$ cat config.mk
export PLATFORM = sky130hd
export DESIGN_NAME = multi_sensor_stats_monitor_unit
export DESIGN_NICKNAME = d
export VERILOG_FILES = /design/src/rtl/msmon_pkg.sv /design/src/rtl/msmon_front.sv /design/src/rtl/msmon_divider.sv /design/src/rtl/msmon_back.sv /design/src/rtl/multi_sensor_stats_monitor_unit.sv
export SDC_FILE = /design/constraint.sdc
export NUM_CORES = 1
export LEC_CHECK = 0
export BUFFER_PORTS_ARGS = -buffer_cell sky130_fd_sc_hd__buf_2
export CAP_MARGIN = 25
export CORE_MARGIN = 10
export CORE_UTILIZATION = 55
export CTS_BUF_LIST = sky130_fd_sc_hd__clkbuf_8
export DETAILED_ROUTE_END_ITERATION = 8
export PLACE_DENSITY = 0.72
export SLEW_MARGIN = 10
export SYNTH_ARGS = -nofsm -noshare
export SYNTH_HDL_FRONTEND = slang
export SYNTH_HIERARCHICAL = 1
export SYNTH_SLANG_ARGS = --single-unit
$ cat constraint.sdc
create_clock -name clock -period 8.1 [get_ports clock]
set_clock_uncertainty 0.2 [all_clocks]
set_input_delay 1.62 -clock clock [delete_from_list [all_inputs] [get_ports clock]]
set_output_delay 1.62 -clock clock [all_outputs]
set_load 0.03 [all_outputs]
$ cat src/rtl/msmon_pkg.sv
// ----------------------------------------------------------------------------
// msmon_pkg
// Shared widths, register codes, queue item and state types of the
// multi-sensor statistics monitor.
// ----------------------------------------------------------------------------
package msmon_pkg;

   localparam int SAMPLE_BITS    = 10;
   localparam int COUNT_BITS     = 16;
   localparam int SUM_BITS       = SAMPLE_BITS + COUNT_BITS;
   localparam int QUOT_BITS      = SAMPLE_BITS;
   localparam int INDEX_BITS     = 2;
   localparam int TOTAL_BITS     = 3;
   localparam int CSR_INDEX_BITS = 3;
   localparam int CSR_DATA_BITS  = 16;

   localparam logic [SAMPLE_BITS-1:0] SAMPLE_MAX        = '1;
   localparam logic [COUNT_BITS-1:0]  COUNT_MAX         = '1;
   localparam logic [TOTAL_BITS-1:0]  TOTAL_MAX         = '1;
   localparam logic [COUNT_BITS-1:0]  AVG_COUNT_RESET   = COUNT_BITS'(16);
   localparam logic [TOTAL_BITS-1:0]  ALARM_LEVEL_RESET = TOTAL_BITS'(2);

   typedef enum logic [CSR_INDEX_BITS-1:0] {
      CSR_LIMIT_ZERO    = 3'd0,
      CSR_LIMIT_ONE     = 3'd1,
      CSR_LIMIT_TWO     = 3'd2,
      CSR_LIMIT_THREE   = 3'd3,
      CSR_AVERAGE_COUNT = 3'd4,
      CSR_ALARM_LEVEL   = 3'd5
   } csr_index_type;

   typedef struct packed {
      logic [INDEX_BITS-1:0]  sensor_index;
      logic                   in_range;
      logic                   sample_valid;
      logic [SAMPLE_BITS-1:0] sample;
      logic                   clear_average;
      logic                   clear_max;
      logic                   clear_min;
   } item_type;

   typedef struct packed {
      logic     avail;
      item_type item;
   } queue_head_type;

   typedef enum logic [1:0] {
      ST_IDLE,
      ST_DIVIDE,
      ST_REPORT
   } back_state_type;

endpackage

$ cat src/rtl/msmon_front.sv
// ----------------------------------------------------------------------------
// msmon_front
// Accepts request transactions, checks the sensor index and holds them in a
// two-entry queue until the back end takes them.
// ----------------------------------------------------------------------------
module msmon_front #(
   parameter int NUM_SENSORS = 4
) (
   input  logic                                   clock,
   input  logic                                   reset,
   input  logic                                   req_push,
   output logic                                   req_full,
   input  logic [msmon_pkg::INDEX_BITS-1:0]       req_sensor_index,
   input  logic                                   req_sample_valid,
   input  logic [msmon_pkg::SAMPLE_BITS-1:0]      req_sample,
   input  logic                                   req_clear_average,
   input  logic                                   req_clear_max,
   input  logic                                   req_clear_min,
   output msmon_pkg::queue_head_type              head,
   input  logic                                   head_pop
);

   localparam int DEPTH = 2;

   msmon_pkg::item_type mem_ff [DEPTH];
   msmon_pkg::item_type new_item;
   logic [1:0]          fill_ff, fill_in;
   logic                wr_ptr_ff, wr_ptr_in;
   logic                rd_ptr_ff, rd_ptr_in;
   logic                push_ok;
   logic                pop_ok;

   always_comb begin
      new_item.sensor_index  = req_sensor_index;
      new_item.in_range      = int'(req_sensor_index) < NUM_SENSORS;
      new_item.sample_valid  = req_sample_valid;
      new_item.sample        = req_sample;
      new_item.clear_average = req_clear_average;
      new_item.clear_max     = req_clear_max;
      new_item.clear_min     = req_clear_min;
   end

   assign req_full = fill_ff == 2'(DEPTH);
   assign push_ok  = req_push && !req_full;
   assign pop_ok   = head_pop && (fill_ff != 2'd0);

   assign head.avail = fill_ff != 2'd0;
   assign head.item  = mem_ff[rd_ptr_ff];

   always_comb begin
      fill_in   = fill_ff;
      wr_ptr_in = wr_ptr_ff;
      rd_ptr_in = rd_ptr_ff;
      if (push_ok) begin
         wr_ptr_in = !wr_ptr_ff;
      end
      if (pop_ok) begin
         rd_ptr_in = !rd_ptr_ff;
      end
      case ({push_ok, pop_ok})
         2'b10:   fill_in = fill_ff + 2'd1;
         2'b01:   fill_in = fill_ff - 2'd1;
         default: fill_in = fill_ff;
      endcase
   end

   always_ff @(posedge clock) begin
      if (reset) begin
         fill_ff   <= 2'd0;
         wr_ptr_ff <= 1'b0;
         rd_ptr_ff <= 1'b0;
      end else begin
         fill_ff   <= fill_in;
         wr_ptr_ff <= wr_ptr_in;
         rd_ptr_ff <= rd_ptr_in;
      end
   end

   always_ff @(posedge clock) begin
      if (push_ok) begin
         mem_ff[wr_ptr_ff] <= new_item;
      end
   end

endmodule

$ cat src/rtl/msmon_divider.sv
// ----------------------------------------------------------------------------
// msmon_divider
// Restoring divider, one quotient bit per cycle. The quotient is known to fit
// in the sample width, so only that many steps are run.
// ----------------------------------------------------------------------------
module msmon_divider (
   input  logic                                clock,
   input  logic                                reset,
   input  logic                                start,
   input  logic [msmon_pkg::SUM_BITS-1:0]      dividend,
   input  logic [msmon_pkg::COUNT_BITS-1:0]    divisor,
   output logic                                done,
   output logic [msmon_pkg::QUOT_BITS-1:0]     quotient
);

   localparam int STEP_BITS = $clog2(msmon_pkg::QUOT_BITS);

   logic [msmon_pkg::SUM_BITS-1:0]  rem_ff, rem_in;
   logic [msmon_pkg::SUM_BITS-1:0]  dsh_ff, dsh_in;
   logic [msmon_pkg::QUOT_BITS-1:0] quot_ff, quot_in;
   logic [STEP_BITS-1:0]            step_ff, step_in;
   logic                            busy_ff, busy_in;
   logic                            done_ff, done_in;
   logic                            fits;

   assign fits = rem_ff >= dsh_ff;

   always_comb begin
      rem_in  = rem_ff;
      dsh_in  = dsh_ff;
      quot_in = quot_ff;
      step_in = step_ff;
      busy_in = busy_ff;
      done_in = 1'b0;
      if (start) begin
         rem_in  = dividend;
         dsh_in  = msmon_pkg::SUM_BITS'({divisor, {(msmon_pkg::QUOT_BITS-1){1'b0}}});
         quot_in = '0;
         step_in = STEP_BITS'(msmon_pkg::QUOT_BITS - 1);
         busy_in = 1'b1;
      end else if (busy_ff) begin
         if (fits) begin
            rem_in = rem_ff - dsh_ff;
         end
         quot_in = {quot_ff[msmon_pkg::QUOT_BITS-2:0], fits};
         dsh_in  = dsh_ff >> 1;
         if (step_ff == '0) begin
            busy_in = 1'b0;
            done_in = 1'b1;
         end else begin
            step_in = step_ff - 1'b1;
         end
      end
   end

   always_ff @(posedge clock) begin
      if (reset) begin
         busy_ff <= 1'b0;
         done_ff <= 1'b0;
      end else begin
         busy_ff <= busy_in;
         done_ff <= done_in;
      end
   end

   always_ff @(posedge clock) begin
      rem_ff  <= rem_in;
      dsh_ff  <= dsh_in;
      quot_ff <= quot_in;
      step_ff <= step_in;
   end

   assign done     = done_ff;
   assign quotient = quot_ff;

endmodule

$ cat src/rtl/msmon_back.sv
// ----------------------------------------------------------------------------
// msmon_back
// Holds the per-sensor statistics and the control registers, applies one
// queued transaction, runs the average division and drives the result register.
// ----------------------------------------------------------------------------
module msmon_back #(
   parameter int NUM_SENSORS = 4
) (
   input  logic                                   clock,
   input  logic                                   reset,
   input  logic                                   csr_write_enable,
   input  logic [msmon_pkg::CSR_INDEX_BITS-1:0]   csr_index,
   input  logic [msmon_pkg::CSR_DATA_BITS-1:0]    csr_wdata,
   input  msmon_pkg::queue_head_type              head,
   output logic                                   head_pop,
   output logic                                   rsp_empty,
   input  logic                                   rsp_pop,
   output logic [msmon_pkg::SAMPLE_BITS-1:0]      rsp_average,
   output logic [msmon_pkg::SAMPLE_BITS-1:0]      rsp_max_seen,
   output logic [msmon_pkg::SAMPLE_BITS-1:0]      rsp_min_seen,
   output logic                                   rsp_new_average,
   output logic                                   rsp_over_limit,
   output logic [msmon_pkg::TOTAL_BITS-1:0]       rsp_sensors_over,
   output logic                                   rsp_alarm
);

   localparam int IDX_BITS = (NUM_SENSORS > 1) ? $clog2(NUM_SENSORS) : 1;

   // control registers
   logic [msmon_pkg::SAMPLE_BITS-1:0] limit_ff [NUM_SENSORS];
   logic [msmon_pkg::COUNT_BITS-1:0]  avg_count_ff;
   logic [msmon_pkg::TOTAL_BITS-1:0]  alarm_level_ff;

   // per-sensor statistics
   logic [msmon_pkg::COUNT_BITS-1:0]  count_ff [NUM_SENSORS];
   logic [msmon_pkg::SUM_BITS-1:0]    sum_ff   [NUM_SENSORS];
   logic [msmon_pkg::SAMPLE_BITS-1:0] max_ff   [NUM_SENSORS];
   logic [msmon_pkg::SAMPLE_BITS-1:0] min_ff   [NUM_SENSORS];
   logic                              over_ff  [NUM_SENSORS];
   logic                              ready_ff [NUM_SENSORS];
   logic [msmon_pkg::TOTAL_BITS-1:0]  total_ff;

   msmon_pkg::back_state_type state_ff, state_in;
   msmon_pkg::item_type       item;
   logic [IDX_BITS-1:0]       sel;
   logic                      apply;
   logic                      dispatch;
   logic                      load_out;
   logic                      out_free;

   logic [msmon_pkg::COUNT_BITS-1:0]  cnt_cur, cnt_upd;
   logic [msmon_pkg::SUM_BITS-1:0]    sum_cur, sum_upd;
   logic [msmon_pkg::SAMPLE_BITS-1:0] max_cur, max_upd;
   logic [msmon_pkg::SAMPLE_BITS-1:0] min_cur, min_upd;
   logic [msmon_pkg::SAMPLE_BITS-1:0] limit_cur;
   logic                              over_cur, over_upd;
   logic                              ready_cur, ready_upd;
   logic [msmon_pkg::TOTAL_BITS-1:0]  total_upd;

   // report values latched at dispatch
   logic [msmon_pkg::SAMPLE_BITS-1:0] rep_max_ff;
   logic [msmon_pkg::SAMPLE_BITS-1:0] rep_min_ff;
   logic                              rep_ready_ff;
   logic                              rep_over_ff;
   logic [msmon_pkg::TOTAL_BITS-1:0]  rep_total_ff;
   logic                              rep_alarm_ff;
   logic                              rep_zero_ff;

   logic                              rsp_valid_ff, rsp_valid_in;
   logic [msmon_pkg::SAMPLE_BITS-1:0] out_avg_ff;
   logic [msmon_pkg::SAMPLE_BITS-1:0] out_max_ff;
   logic [msmon_pkg::SAMPLE_BITS-1:0] out_min_ff;
   logic                              out_ready_ff;
   logic                              out_over_ff;
   logic [msmon_pkg::TOTAL_BITS-1:0]  out_total_ff;
   logic                              out_alarm_ff;

   logic                              div_done;
   logic [msmon_pkg::QUOT_BITS-1:0]   div_quot;

   assign item     = head.item;
   assign sel      = item.sensor_index[IDX_BITS-1:0];
   assign apply    = item.in_range && item.sample_valid;
   assign out_free = !rsp_valid_ff || rsp_pop;

   // --- configuration writes ---
   always_ff @(posedge clock) begin
      if (reset) begin
         for (int i = 0; i < NUM_SENSORS; i++) begin
            limit_ff[i] <= msmon_pkg::SAMPLE_MAX;
         end
         avg_count_ff   <= msmon_pkg::AVG_COUNT_RESET;
         alarm_level_ff <= msmon_pkg::ALARM_LEVEL_RESET;
      end else if (csr_write_enable) begin
         unique case (csr_index) inside
            msmon_pkg::CSR_LIMIT_ZERO,
            msmon_pkg::CSR_LIMIT_ONE,
            msmon_pkg::CSR_LIMIT_TWO,
            msmon_pkg::CSR_LIMIT_THREE: begin
               if (int'(csr_index) < NUM_SENSORS) begin
                  limit_ff[csr_index[IDX_BITS-1:0]] <=
                     csr_wdata[msmon_pkg::SAMPLE_BITS-1:0];
               end
            end
            msmon_pkg::CSR_AVERAGE_COUNT: begin
               avg_count_ff <= csr_wdata[msmon_pkg::COUNT_BITS-1:0];
            end
            msmon_pkg::CSR_ALARM_LEVEL: begin
               alarm_level_ff <= csr_wdata[msmon_pkg::TOTAL_BITS-1:0];
            end
            default: begin
            end
         endcase
      end
   end

   // --- sample update of the selected sensor ---
   always_comb begin
      cnt_cur   = count_ff[sel];
      sum_cur   = sum_ff[sel];
      max_cur   = max_ff[sel];
      min_cur   = min_ff[sel];
      over_cur  = over_ff[sel];
      ready_cur = ready_ff[sel];
      limit_cur = limit_ff[sel];

      cnt_upd   = cnt_cur;
      sum_upd   = sum_cur;
      max_upd   = max_cur;
      min_upd   = min_cur;
      over_upd  = over_cur;
      ready_upd = ready_cur;
      total_upd = total_ff;
      if (apply) begin
         // saturated count freezes count and sum together
         if (cnt_cur != msmon_pkg::COUNT_MAX) begin
            cnt_upd = cnt_cur + 1'b1;
            sum_upd = sum_cur + msmon_pkg::SUM_BITS'(item.sample);
         end
         if (cnt_upd >= avg_count_ff) begin
            ready_upd = 1'b1;
         end
         // a sample equal to the limit keeps the flag
         if (item.sample > limit_cur && !over_cur) begin
            over_upd = 1'b1;
            if (total_ff != msmon_pkg::TOTAL_MAX) begin
               total_upd = total_ff + 1'b1;
            end
         end else if (item.sample < limit_cur && over_cur) begin
            over_upd = 1'b0;
            if (total_ff != '0) begin
               total_upd = total_ff - 1'b1;
            end
         end
         if (item.sample > max_cur) begin
            max_upd = item.sample;
         end
         if (item.sample < min_cur) begin
            min_upd = item.sample;
         end
      end
   end

   // --- sequencer ---
   always_comb begin : next_state
      state_in = state_ff;
      unique case (state_ff)
         msmon_pkg::ST_IDLE: begin
            if (head.avail) begin
               state_in = msmon_pkg::ST_DIVIDE;
            end
         end
         msmon_pkg::ST_DIVIDE: begin
            if (div_done) begin
               state_in = msmon_pkg::ST_REPORT;
            end
         end
         msmon_pkg::ST_REPORT: begin
            if (out_free) begin
               state_in = msmon_pkg::ST_IDLE;
            end
         end
         default: state_in = msmon_pkg::ST_IDLE;
      endcase
   end

   always_comb begin : state_outputs
      dispatch = 1'b0;
      load_out = 1'b0;
      unique case (state_ff)
         msmon_pkg::ST_IDLE:   dispatch = head.avail;
         msmon_pkg::ST_DIVIDE: dispatch = 1'b0;
         msmon_pkg::ST_REPORT: load_out = out_free;
         default:              dispatch = 1'b0;
      endcase
   end

   assign head_pop = dispatch;

   always_ff @(posedge clock) begin
      if (reset) begin
         state_ff <= msmon_pkg::ST_IDLE;
      end else begin
         state_ff <= state_in;
      end
   end

   // --- statistics state, clears land as the report is latched ---
   always_ff @(posedge clock) begin
      if (reset) begin
         for (int i = 0; i < NUM_SENSORS; i++) begin
            count_ff[i] <= '0;
            sum_ff[i]   <= '0;
            max_ff[i]   <= '0;
            min_ff[i]   <= msmon_pkg::SAMPLE_MAX;
            over_ff[i]  <= 1'b0;
            ready_ff[i] <= 1'b0;
         end
         total_ff <= '0;
      end else if (dispatch && item.in_range) begin
         count_ff[sel] <= item.clear_average ? '0 : cnt_upd;
         sum_ff[sel]   <= item.clear_average ? '0 : sum_upd;
         ready_ff[sel] <= item.clear_average ? 1'b0 : ready_upd;
         max_ff[sel]   <= item.clear_max ? '0 : max_upd;
         min_ff[sel]   <= item.clear_min ? msmon_pkg::SAMPLE_MAX : min_upd;
         over_ff[sel]  <= over_upd;
         total_ff      <= total_upd;
      end
   end

   always_ff @(posedge clock) begin
      if (dispatch) begin
         rep_max_ff   <= item.in_range ? max_upd : '0;
         rep_min_ff   <= item.in_range ? min_upd : '0;
         rep_ready_ff <= item.in_range && ready_upd;
         rep_over_ff  <= item.in_range && over_upd;
         rep_total_ff <= total_upd;
         rep_alarm_ff <= total_upd >= alarm_level_ff;
         rep_zero_ff  <= !item.in_range || (cnt_upd == '0);
      end
   end

   msmon_divider u_divider (
      .clock    (clock),
      .reset    (reset),
      .start    (dispatch),
      .dividend (sum_upd),
      .divisor  (cnt_upd),
      .done     (div_done),
      .quotient (div_quot)
   );

   // --- result register ---
   assign rsp_valid_in = load_out || (rsp_valid_ff && !rsp_pop);

   always_ff @(posedge clock) begin
      if (reset) begin
         rsp_valid_ff <= 1'b0;
      end else begin
         rsp_valid_ff <= rsp_valid_in;
      end
   end

   always_ff @(posedge clock) begin
      if (load_out) begin
         out_avg_ff   <= rep_zero_ff ? '0 : div_quot;
         out_max_ff   <= rep_max_ff;
         out_min_ff   <= rep_min_ff;
         out_ready_ff <= rep_ready_ff;
         out_over_ff  <= rep_over_ff;
         out_total_ff <= rep_total_ff;
         out_alarm_ff <= rep_alarm_ff;
      end
   end

   assign rsp_empty        = !rsp_valid_ff;
   assign rsp_average      = out_avg_ff;
   assign rsp_max_seen     = out_max_ff;
   assign rsp_min_seen     = out_min_ff;
   assign rsp_new_average  = out_ready_ff;
   assign rsp_over_limit   = out_over_ff;
   assign rsp_sensors_over = out_total_ff;
   assign rsp_alarm        = out_alarm_ff;

endmodule

$ cat src/rtl/multi_sensor_stats_monitor_unit.sv
// ----------------------------------------------------------------------------
// multi_sensor_stats_monitor_unit
// Per-sensor running average, maximum, minimum and over-limit alarm monitor.
// ----------------------------------------------------------------------------
//  channel   direction  handshake            payload
//  req_      in         push / full          sensor index, sample, clear bits
//  rsp_      out        empty / pop          average, max, min, flags, count
//  csr_      in         write enable only    register index, write data
//
// an item passes through the input queue, where the sample and clears are
// applied as it leaves, then through the bit-serial divider, and is then reported.
// the back end takes no new item until the last one has been reported.
// reset is synchronous; it restores registers and statistics at once.
// a full result register stalls the back end; the queue then takes two pushes.
module multi_sensor_stats_monitor_unit #(
   parameter int NUM_SENSORS = 4
) (
   input  logic                                   clock,
   input  logic                                   reset,
   input  logic                                   req_push,
   output logic                                   req_full,
   input  logic [msmon_pkg::INDEX_BITS-1:0]       req_sensor_index,
   input  logic                                   req_sample_valid,
   input  logic [msmon_pkg::SAMPLE_BITS-1:0]      req_sample,
   input  logic                                   req_clear_average,
   input  logic                                   req_clear_max,
   input  logic                                   req_clear_min,
   output logic                                   rsp_empty,
   input  logic                                   rsp_pop,
   output logic [msmon_pkg::SAMPLE_BITS-1:0]      rsp_average,
   output logic [msmon_pkg::SAMPLE_BITS-1:0]      rsp_max_seen,
   output logic [msmon_pkg::SAMPLE_BITS-1:0]      rsp_min_seen,
   output logic                                   rsp_new_average,
   output logic                                   rsp_over_limit,
   output logic [msmon_pkg::TOTAL_BITS-1:0]       rsp_sensors_over,
   output logic                                   rsp_alarm,
   input  logic                                   csr_write_enable,
   input  logic [msmon_pkg::CSR_INDEX_BITS-1:0]   csr_index,
   input  logic [msmon_pkg::CSR_DATA_BITS-1:0]    csr_wdata
);

   msmon_pkg::queue_head_type head;
   logic                      head_pop;

   msmon_front #(
      .NUM_SENSORS (NUM_SENSORS)
   ) u_front (
      .clock             (clock),
      .reset             (reset),
      .req_push          (req_push),
      .req_full          (req_full),
      .req_sensor_index  (req_sensor_index),
      .req_sample_valid  (req_sample_valid),
      .req_sample        (req_sample),
      .req_clear_average (req_clear_average),
      .req_clear_max     (req_clear_max),
      .req_clear_min     (req_clear_min),
      .head              (head),
      .head_pop          (head_pop)
   );

   msmon_back #(
      .NUM_SENSORS (NUM_SENSORS)
   ) u_back (
      .clock            (clock),
      .reset            (reset),
      .csr_write_enable (csr_write_enable),
      .csr_index        (csr_index),
      .csr_wdata        (csr_wdata),
      .head             (head),
      .head_pop         (head_pop),
      .rsp_empty        (rsp_empty),
      .rsp_pop          (rsp_pop),
      .rsp_average      (rsp_average),
      .rsp_max_seen     (rsp_max_seen),
      .rsp_min_seen     (rsp_min_seen),
      .rsp_new_average  (rsp_new_average),
      .rsp_over_limit   (rsp_over_limit),
      .rsp_sensors_over (rsp_sensors_over),
      .rsp_alarm        (rsp_alarm)
   );

endmodule

==> results of run 1 <==
==> metrics by stage <==
step            util  area, µm²  setup WS [ns]  hold slack (ns)  power [mW]
5_1_grt        0.617      26600           1.98            0.222        9.64
2_1_floorplan      -      24100           2.13            0.200        6.10
3_3_place_gp   0.579      25000           2.53            0.202        6.92
4_1_cts        0.616      26600           2.41            0.209        9.10
3_5_place_dp   0.581      25100           2.43            0.205        7.03
6_report       0.617      26600           2.39            0.219        9.09
==> synthesized netlist by cell type (all sizes together) (2+ instances only) <==
master / number / share of area
edfxtp: 433 / 0.54
nor2: 250 / 0.039
nand2: 241 / 0.038
inv: 159 / 0.025
a21oi: 127 / 0.027
ha: 89 / 0.046
mux4: 74 / 0.070
o21ai: 62 / 0.013
dfxtp: 55 / 0.046
clkbuf: 45 / 0.0070
buf: 41 / 0.0095
xnor2: 40 / 0.015
mux2i: 36 / 0.015
nand3: 34 / 0.0073
a21o: 31 / 0.0097
nand2b: 26 / 0.0069
o31ai: 23 / 0.0072
nor3: 22 / 0.0048
mux2: 20 / 0.0093
nor2b: 20 / 0.0052
nand4: 18 / 0.0047
o21a: 17 / 0.0053
xor2: 16 / 0.0058
and2: 13 / 0.0034
and3: 12 / 0.0033
a211oi: 11 / 0.0034
or3: 9 / 0.0023
a31oi: 7 / 0.0018
nor4: 7 / 0.0018
o211ai: 7 / 0.0024
or2: 6 / 0.0016
a2111oi: 5 / 0.0029
a31o: 5 / 0.0018
a211o: 4 / 0.0015
a21boi: 4 / 0.0012
a22o: 4 / 0.0015
nand3b: 4 / 0.0012
o2111ai: 4 / 0.0015
o31a: 4 / 0.0015
fa: 2 / 0.0017
o211a: 2 / 0.00083
o22ai: 2 / 0.00052
or4: 2 / 0.00062
==> cell families after synthesis <==
family,count (synthesis),share of synthesized area
mux,130,0.0947
xor+xnor,56,0.0207
flops,488,0.585
buf+inv,245,0.0412
fa+ha+maj,91,0.0479
compound gates,329,0.0871
other cells,1,0.000156
simple gates,672,0.123
==> state kept, by name, indices dropped and copies added (netlist names), 3 cells and up, named ones only <==
register / count
u_back/limit_ff: 40
u_back/avg_count_ff: 16
u_back/alarm_level_ff: 3
u_back/rep_min_ff: 10
u_back/ready_ff: 4
u_back/u_divider/quotient: 10
u_back/rsp_min_seen: 10
u_back/count_ff: 64
u_back/u_divider/dsh_ff: 25
u_back/sum_ff: 104
u_back/over_ff: 4
u_back/rep_total_ff: 3
u_back/total_ff: 3
u_back/min_ff: 40
u_back/u_divider/step_ff: 4
u_back/max_ff: 40
u_back/rep_max_ff: 10
u_front/mem_ff: 32
u_back/rsp_max_seen: 10
u_back/rsp_average: 10
u_back/rsp_sensors_over: 3
u_back/u_divider/rem_ff: 26
==> worst max-delay path by stage <==
| stage | start | cells past startpoint | slack [ns] | end |
|---|---|---|---|---|
| after global placement | flop | 16 | 2.53 | u_back/ready_ff[0] |
| after CTS | flop | 16 | 2.41 | u_back/ready_ff[1] |
| after floorplan | u_front/fill_ff[0] | 9 | 2.13 | u_back/count_ff[2][0] |
| after global routing | flop | 16 | 1.98 | u_back/u_divider/rem_ff[16] |
| final | flop | 16 | 2.39 | u_back/u_divider/rem_ff[16] |
| after detailed placement | flop | 16 | 2.43 | u_back/ready_ff[0] |
==> critical path: cells and delay by family, from the launching register on <==
family	cells	cell delay [ns]
adder cells (fa/ha/maj)	2	0.42
AND/OR/NAND/NOR	2	0.14
multiplexers	2	1.29
buffers and inverters	2	0.17
XOR/XNOR	1	0.53
flip-flops	1	0.85
AO/OA/AOI/OAI	7	1.81
==> routing by layer <==
| layer | part of all wire | vias up |
|---|---|---|
| met5 | 0 | - |
| met4 | 0.032 | 0 |
| met3 | 0.070 | 110 |
| met2 | 0.49 | 604 |
| met1 | 0.41 | 7986 |
| li1 | - | 7492 |
==> where the power goes <==
| part | internal (mW) | switching (mW) | leakage, nW | total (mW) |
|---|---|---|---|---|
| combinational | 1.31 | 2.31 | 4.54 | 3.62 |
| clock | 1.08 | 0.972 | 0.907 | 2.05 |
| sequential | 3.27 | 0.148 | 4.64 | 3.42 |
| total | 5.66 | 3.43 | 10.1 | 9.09 |
==> area by class of cell <==
class | instances | area, µm² | share of cell area
Clock buffer | 89 | 1220 | 0.0460
Inverter | 159 | 597 | 0.0224
Tap cell | 585 | 732 | 0.0275
Clock inverter | 60 | 315 | 0.0118
Sequential cell | 488 | 14100 | 0.530
Timing Repair Buffer | 97 | 601 | 0.0225
Antenna cell | 1 | 2.50 | 0.0000940
Multi-Input combinational cell | 1279 | 9060 | 0.340
==> results.tsv, run 1 <==
metric	value	unit
most common cell after layout, fill and taps aside	edfxtp_1	
R2R setup slack	2.39	ns
Layout Cells excl Fill	2758	
initial antenna violation count	1	
final hold violation count	0	
Worst VDD drop	0.000264	V
clock buffer count from CTS	80	
Worst Tran Pin Value	1.04	ns
Synth async-reset ratio	0	
RSZ-0062 raised after global routing	no	
synth warn	6	
Routed WL	57900	µm
die width	229	µm
TritonCTS clock tree	built	
remaining global-route overflow	0	
# IOs	78	
mapped cell area	24100	µm²
Startpoint Class	flop	
period utilization	0.704	
H-tree depth	3	
routed vias	16200	
critical path's slowest cell	dfxtp_1	
layout cells sized above 1	0.145	
first-pass GRT wire length	90200	µm
max_slew headroom	0.308	
largest net degree at the start of global routing	124	
Final setup viols	0	
Synth cell types	83	
Fmax	175	MHz
endpoint class of the critical path	flop	
Clock Latency Late Sink	0.64	ns
Reg clk slew, reported paths	0.06	ns
hold_buf cts	0	
maximum clock path buffer count	3	
Hold Startpoint	u_back/rep_min_ff[8]	
final max-slew violation count	0	
die area	52600	µm²
Synth-to-Final Area Change	10.6	%
Reg2Reg Depth	16	
GR Util met3	0.0367	
PD cells	341	nW/µm²
routed length per instance	21.0	µm
# clock sinks	488	
Synth Area per Inst	12.0	µm²
Max Cap Violations	0	
Worst R2R End	u_back/u_divider/rem_ff[16]	
Post-CTS Resized	0	
hold path cells	0	
starting density of the core	0.558	
core box area	43200	µm²
Most used DFF post-synth	edfxtp_1	
WP data required	8.26	ns
Total Nets Final	2236	
Cells after Synth	2012	
most frequent cells in the layout	edfxtp_1 (433), nor2_1 (249), nand2_1 (240)	
fillcell total	3442	
cell mode on critical path	o21ai_0	
DRT Pass-1 Iters	5	
met1 usage	0.279	
post-DP HPWL	38100	µm
status	finished, final reports clean	
Hold EP	u_back/rsp_min_seen[8]	
hold crit path type	flop to flop	
Worst path max stage delay	0.85	ns
# rows	76	
post-layout minimum cycle time	5.71	ns
M2 GR Usage	0.365	
DR DRC count	0	
DRT antenna net count	0	
Critical Path AT	5.86	ns
placed instance count	2607	
Syn Nets	2143	
Setup TNS	0	ns
Port Buffer Count	77	
sequential area share after synthesis	0.585	
initial DRC count	1627	
flops & latches, synth	488	
drt via density	5.87	
Max FO, Critical Path	29	
GRT Total Usage	0.218	
Die Y	229	µm
Root Driver	clkbuf_8	
number of global-route vias before repair	16400	
GP Congestion	0.873	
Post-synth EDFFs	433	
Setup Buffers After CTS	0	
Pleak	10.1	nW
crit-path cells	mux2_4 -> mux4_2 -> ha_1 -> inv_1 -> fa_1 -> nor2b_1 -> o21ai_0 -> a21boi_0 -> o21ai_0 -> a21oi_1 -> o211ai_1 -> a211oi_1 -> xnor2_1 -> inv_1 -> nand2_1 -> o21ai_0	
crit path kind	flop to flop	
busiest grt layer	met2	
Note: power is estimated with default switching activity, not from simulation.
==> run 2, diff against run 1 <==
- PLACE_DENSITY: 0.72 -> 0.75
- clock period: 8.1 -> 5.1 ns (I/O delays scaled with it)
==> run 2 against run 1 <==
Critical path type unchanged. Sequential power is 58% higher. Largest power group unchanged. Worst hold slack lost 0.0025 ns. Critical endpoint is now u_back/ready_ff[1]. Clock power increased by 55%. Via count rose by 2.1%. Core utilization up 0.37 points. Highest routed layer unchanged. Fmax grew 19%.
==> results.tsv, run 2 (synthesis results as in run 1) <==
metric	value	unit	change
final max-slew violation count	0		unchanged
Post-CTS Resized	0		unchanged
die width	229	µm	unchanged
Worst R2R End	u_back/ready_ff[1]		
met1 usage	0.284		+0.00529
busiest grt layer	met2		
Critical Path AT	4.94	ns	-0.92 ns
number of flip-flops in the largest register	104		unchanged
Fmax	209	MHz	+19%
hold_buf cts	0		unchanged
most frequent cells in the layout	edfxtp_1 (433), nor2_1 (249), nand2_1 (240)		
clock buffer count from CTS	81		+1.3%
Clock Latency Late Sink	0.65	ns	about the same
critical path's slowest cell	mux2_4		
Setup Buffers After CTS	0		unchanged
Layout Cells excl Fill	2781		+0.83%
Routed WL	58300	µm	+0.69%
Worst VDD drop	0.000391	V	+48%
routed vias	16500		+2.1%
final core utilization	0.621		+0.00365
Reg clk slew, reported paths	0.06	ns	about the same
hold crit path type	flop to flop		
M2 GR Usage	0.358		-0.00668
post-route setup slack	0.319	ns	-2.08 ns
Worst Tran Pin Value	1.03	ns	-0.0110 ns
Max Cap Violations	0		unchanged
R2R setup slack	0.32	ns	-2.08 ns
TritonCTS clock tree	built		
drt via density	5.94		+1.2%
Setup TNS	0	ns	unchanged
endpoint class of the critical path	flop		
period utilization	0.937		+0.233
maximum clock path buffer count	3		unchanged
Final setup viols	0		unchanged
Pleak	10.2	nW	+0.94%
H-tree depth	3		unchanged
placed instance area	25200	µm²	+0.53%
# rows	76		unchanged
GP Congestion	0.902		+3.3%
crit-path cells	mux2_4 -> buf_12 -> mux4_2 -> ha_1 -> nand4_1 -> or2_1 -> or2_2 -> nand2_1 -> xnor2_1 -> ha_1 -> a21o_1 -> a21o_1 -> a21oi_1 -> nand2b_1 -> or3_1 -> o2111ai_1 -> nor2_1		
initial DRC count	1787		+9.8%
Hold EP	u_back/rsp_over_limit		
Total Nets Final	2258		+0.98%
Place WS	0.284	ns	-2.15 ns
DRT antenna net count	0		unchanged
RSZ-0062 raised after global routing	no		
most common cell after layout, fill and taps aside	edfxtp_1		
Reg2Reg Depth	17		+1
Die Y	229	µm	unchanged
layout cells sized above 1	0.153		+0.00812
DRT Pass-1 Iters	6		+1
# clock sinks	488		unchanged
WP data required	5.26	ns	-3.00 ns
routed length per instance	21.0	µm	-0.14%
remaining global-route overflow	0		unchanged
post-DP HPWL	38800	µm	+1.8%
Worst path max stage delay	0.43	ns	-0.42 ns
Max FO, Critical Path	12		-59%
register with the most flip-flops	u_back/sum_ff		
initial antenna violation count	2		+1
first-pass GRT wire length	91200	µm	+1.2%
GR Util met3	0.0366		-0.000124
worst path buffer plus inverter count	1		-1
max_slew headroom	0.315		+0.00735
number of global-route vias before repair	16400		-0.16%
final hold violation count	0		unchanged
core box area	43200	µm²	unchanged
Largest regs	u_back/sum_ff: 104 flops, u_back/count_ff: 64 flops		
PD cells	542	nW/µm²	+59%
Hold Startpoint	u_back/rep_over_ff		
critical path depth	17		+1
final instance area	26800	µm²	+0.59%
Root Driver	clkbuf_8		
DR DRC count	0		unchanged
starting density of the core	0.558		unchanged
placed instance count	2622		+0.58%
status	finished, final reports clean		
Startpoint Class	flop		
hold path cells	0		unchanged
die area	52600	µm²	unchanged
Synth-to-Final Area Change	11.2	%	
largest net degree at the start of global routing	124		unchanged
post-layout minimum cycle time	4.78	ns	-0.925 ns
crit path kind	flop to flop		
cell family with most CP delay	simple AND/OR/NAND/NOR gates		
GRT Total Usage	0.219		+0.00177
Port Buffer Count	77		unchanged
# IOs	78		unchanged
==> run 2: cell types whose count changed in the layout (fill, tap and decap cells not counted), moves of 2 or more <==
cell | before | now
nand2b_2 | 2 | 4
nand2b_4 | 2 | 0
buf_12 | 2 | 8
buf_4 | 16 | 31
clkinv_2 | 8 | 10
inv_6 | 4 | 1
buf_6 | 0 | 2
buf_16 | 2 | 0
bufinv_16 | 2 | 0
inv_8 | 0 | 2
==> run 2: metal layers <==
metal / vias to the layer above / part of all wire
met1: 8054 / 0.40
li1: 7542 / -
met2: 795 / 0.48
met4: 0 / 0.034
met3: 133 / 0.084
met5: - / 0
==> run 2: how the worst max path moves through the flow <==
| stage | slack (ns) | end |
|---|---|---|
| floorplan | 0.004 | u_back/rep_alarm_ff |
| global placement | 0.44 | u_back/rep_alarm_ff |
| detailed placement | 0.28 | u_back/ready_ff[1] |
| CTS | 0.28 | u_back/u_divider/rem_ff[10] |
| global route | 0.05 | u_back/ready_ff[0] |
| finish | 0.32 | u_back/ready_ff[1] |
==> run 2: per-stage QoR <==
stage / hold WS (ns) / total power, mW
detailed placement: 0.205 / 11.3
floorplan: 0.200 / 9.70
finish: 0.216 / 14.5
global placement: 0.202 / 11.1
global route: 0.226 / 15.4
CTS: 0.218 / 14.5
==> run 2: cell type report <==
cell class | instances | area [µm²]
diodes | 2 | 5.00
clock buffers | 90 | 1240
clock inverters | 60 | 265
fillers | 3305 | 16400
inverters | 159 | 597
multi-input cells | 1279 | 9050
flip-flops and latches | 488 | 14100
well taps | 585 | 732
repair buffers | 118 | 801
==> run 2: worst register-to-register path: cells and delay by family, from the launching register on <==
kind / cells / cell delay, ns
flops: 1 / 0.39
simple gates: 7 / 1.52
mux: 2 / 0.80
compound gates: 4 / 0.78
buf+inv: 1 / 0.17
fa+ha+maj: 2 / 0.51
xor+xnor: 1 / 0.14
==> run 2: where the power goes <==
part / internal, mW / total [mW] / switching [mW]
logic: 2.18 / 5.93 / 3.75
clock network: 1.63 / 3.18 / 1.55
registers: 5.19 / 5.42 / 0.229
total: 9.01 / 14.5 / 5.53
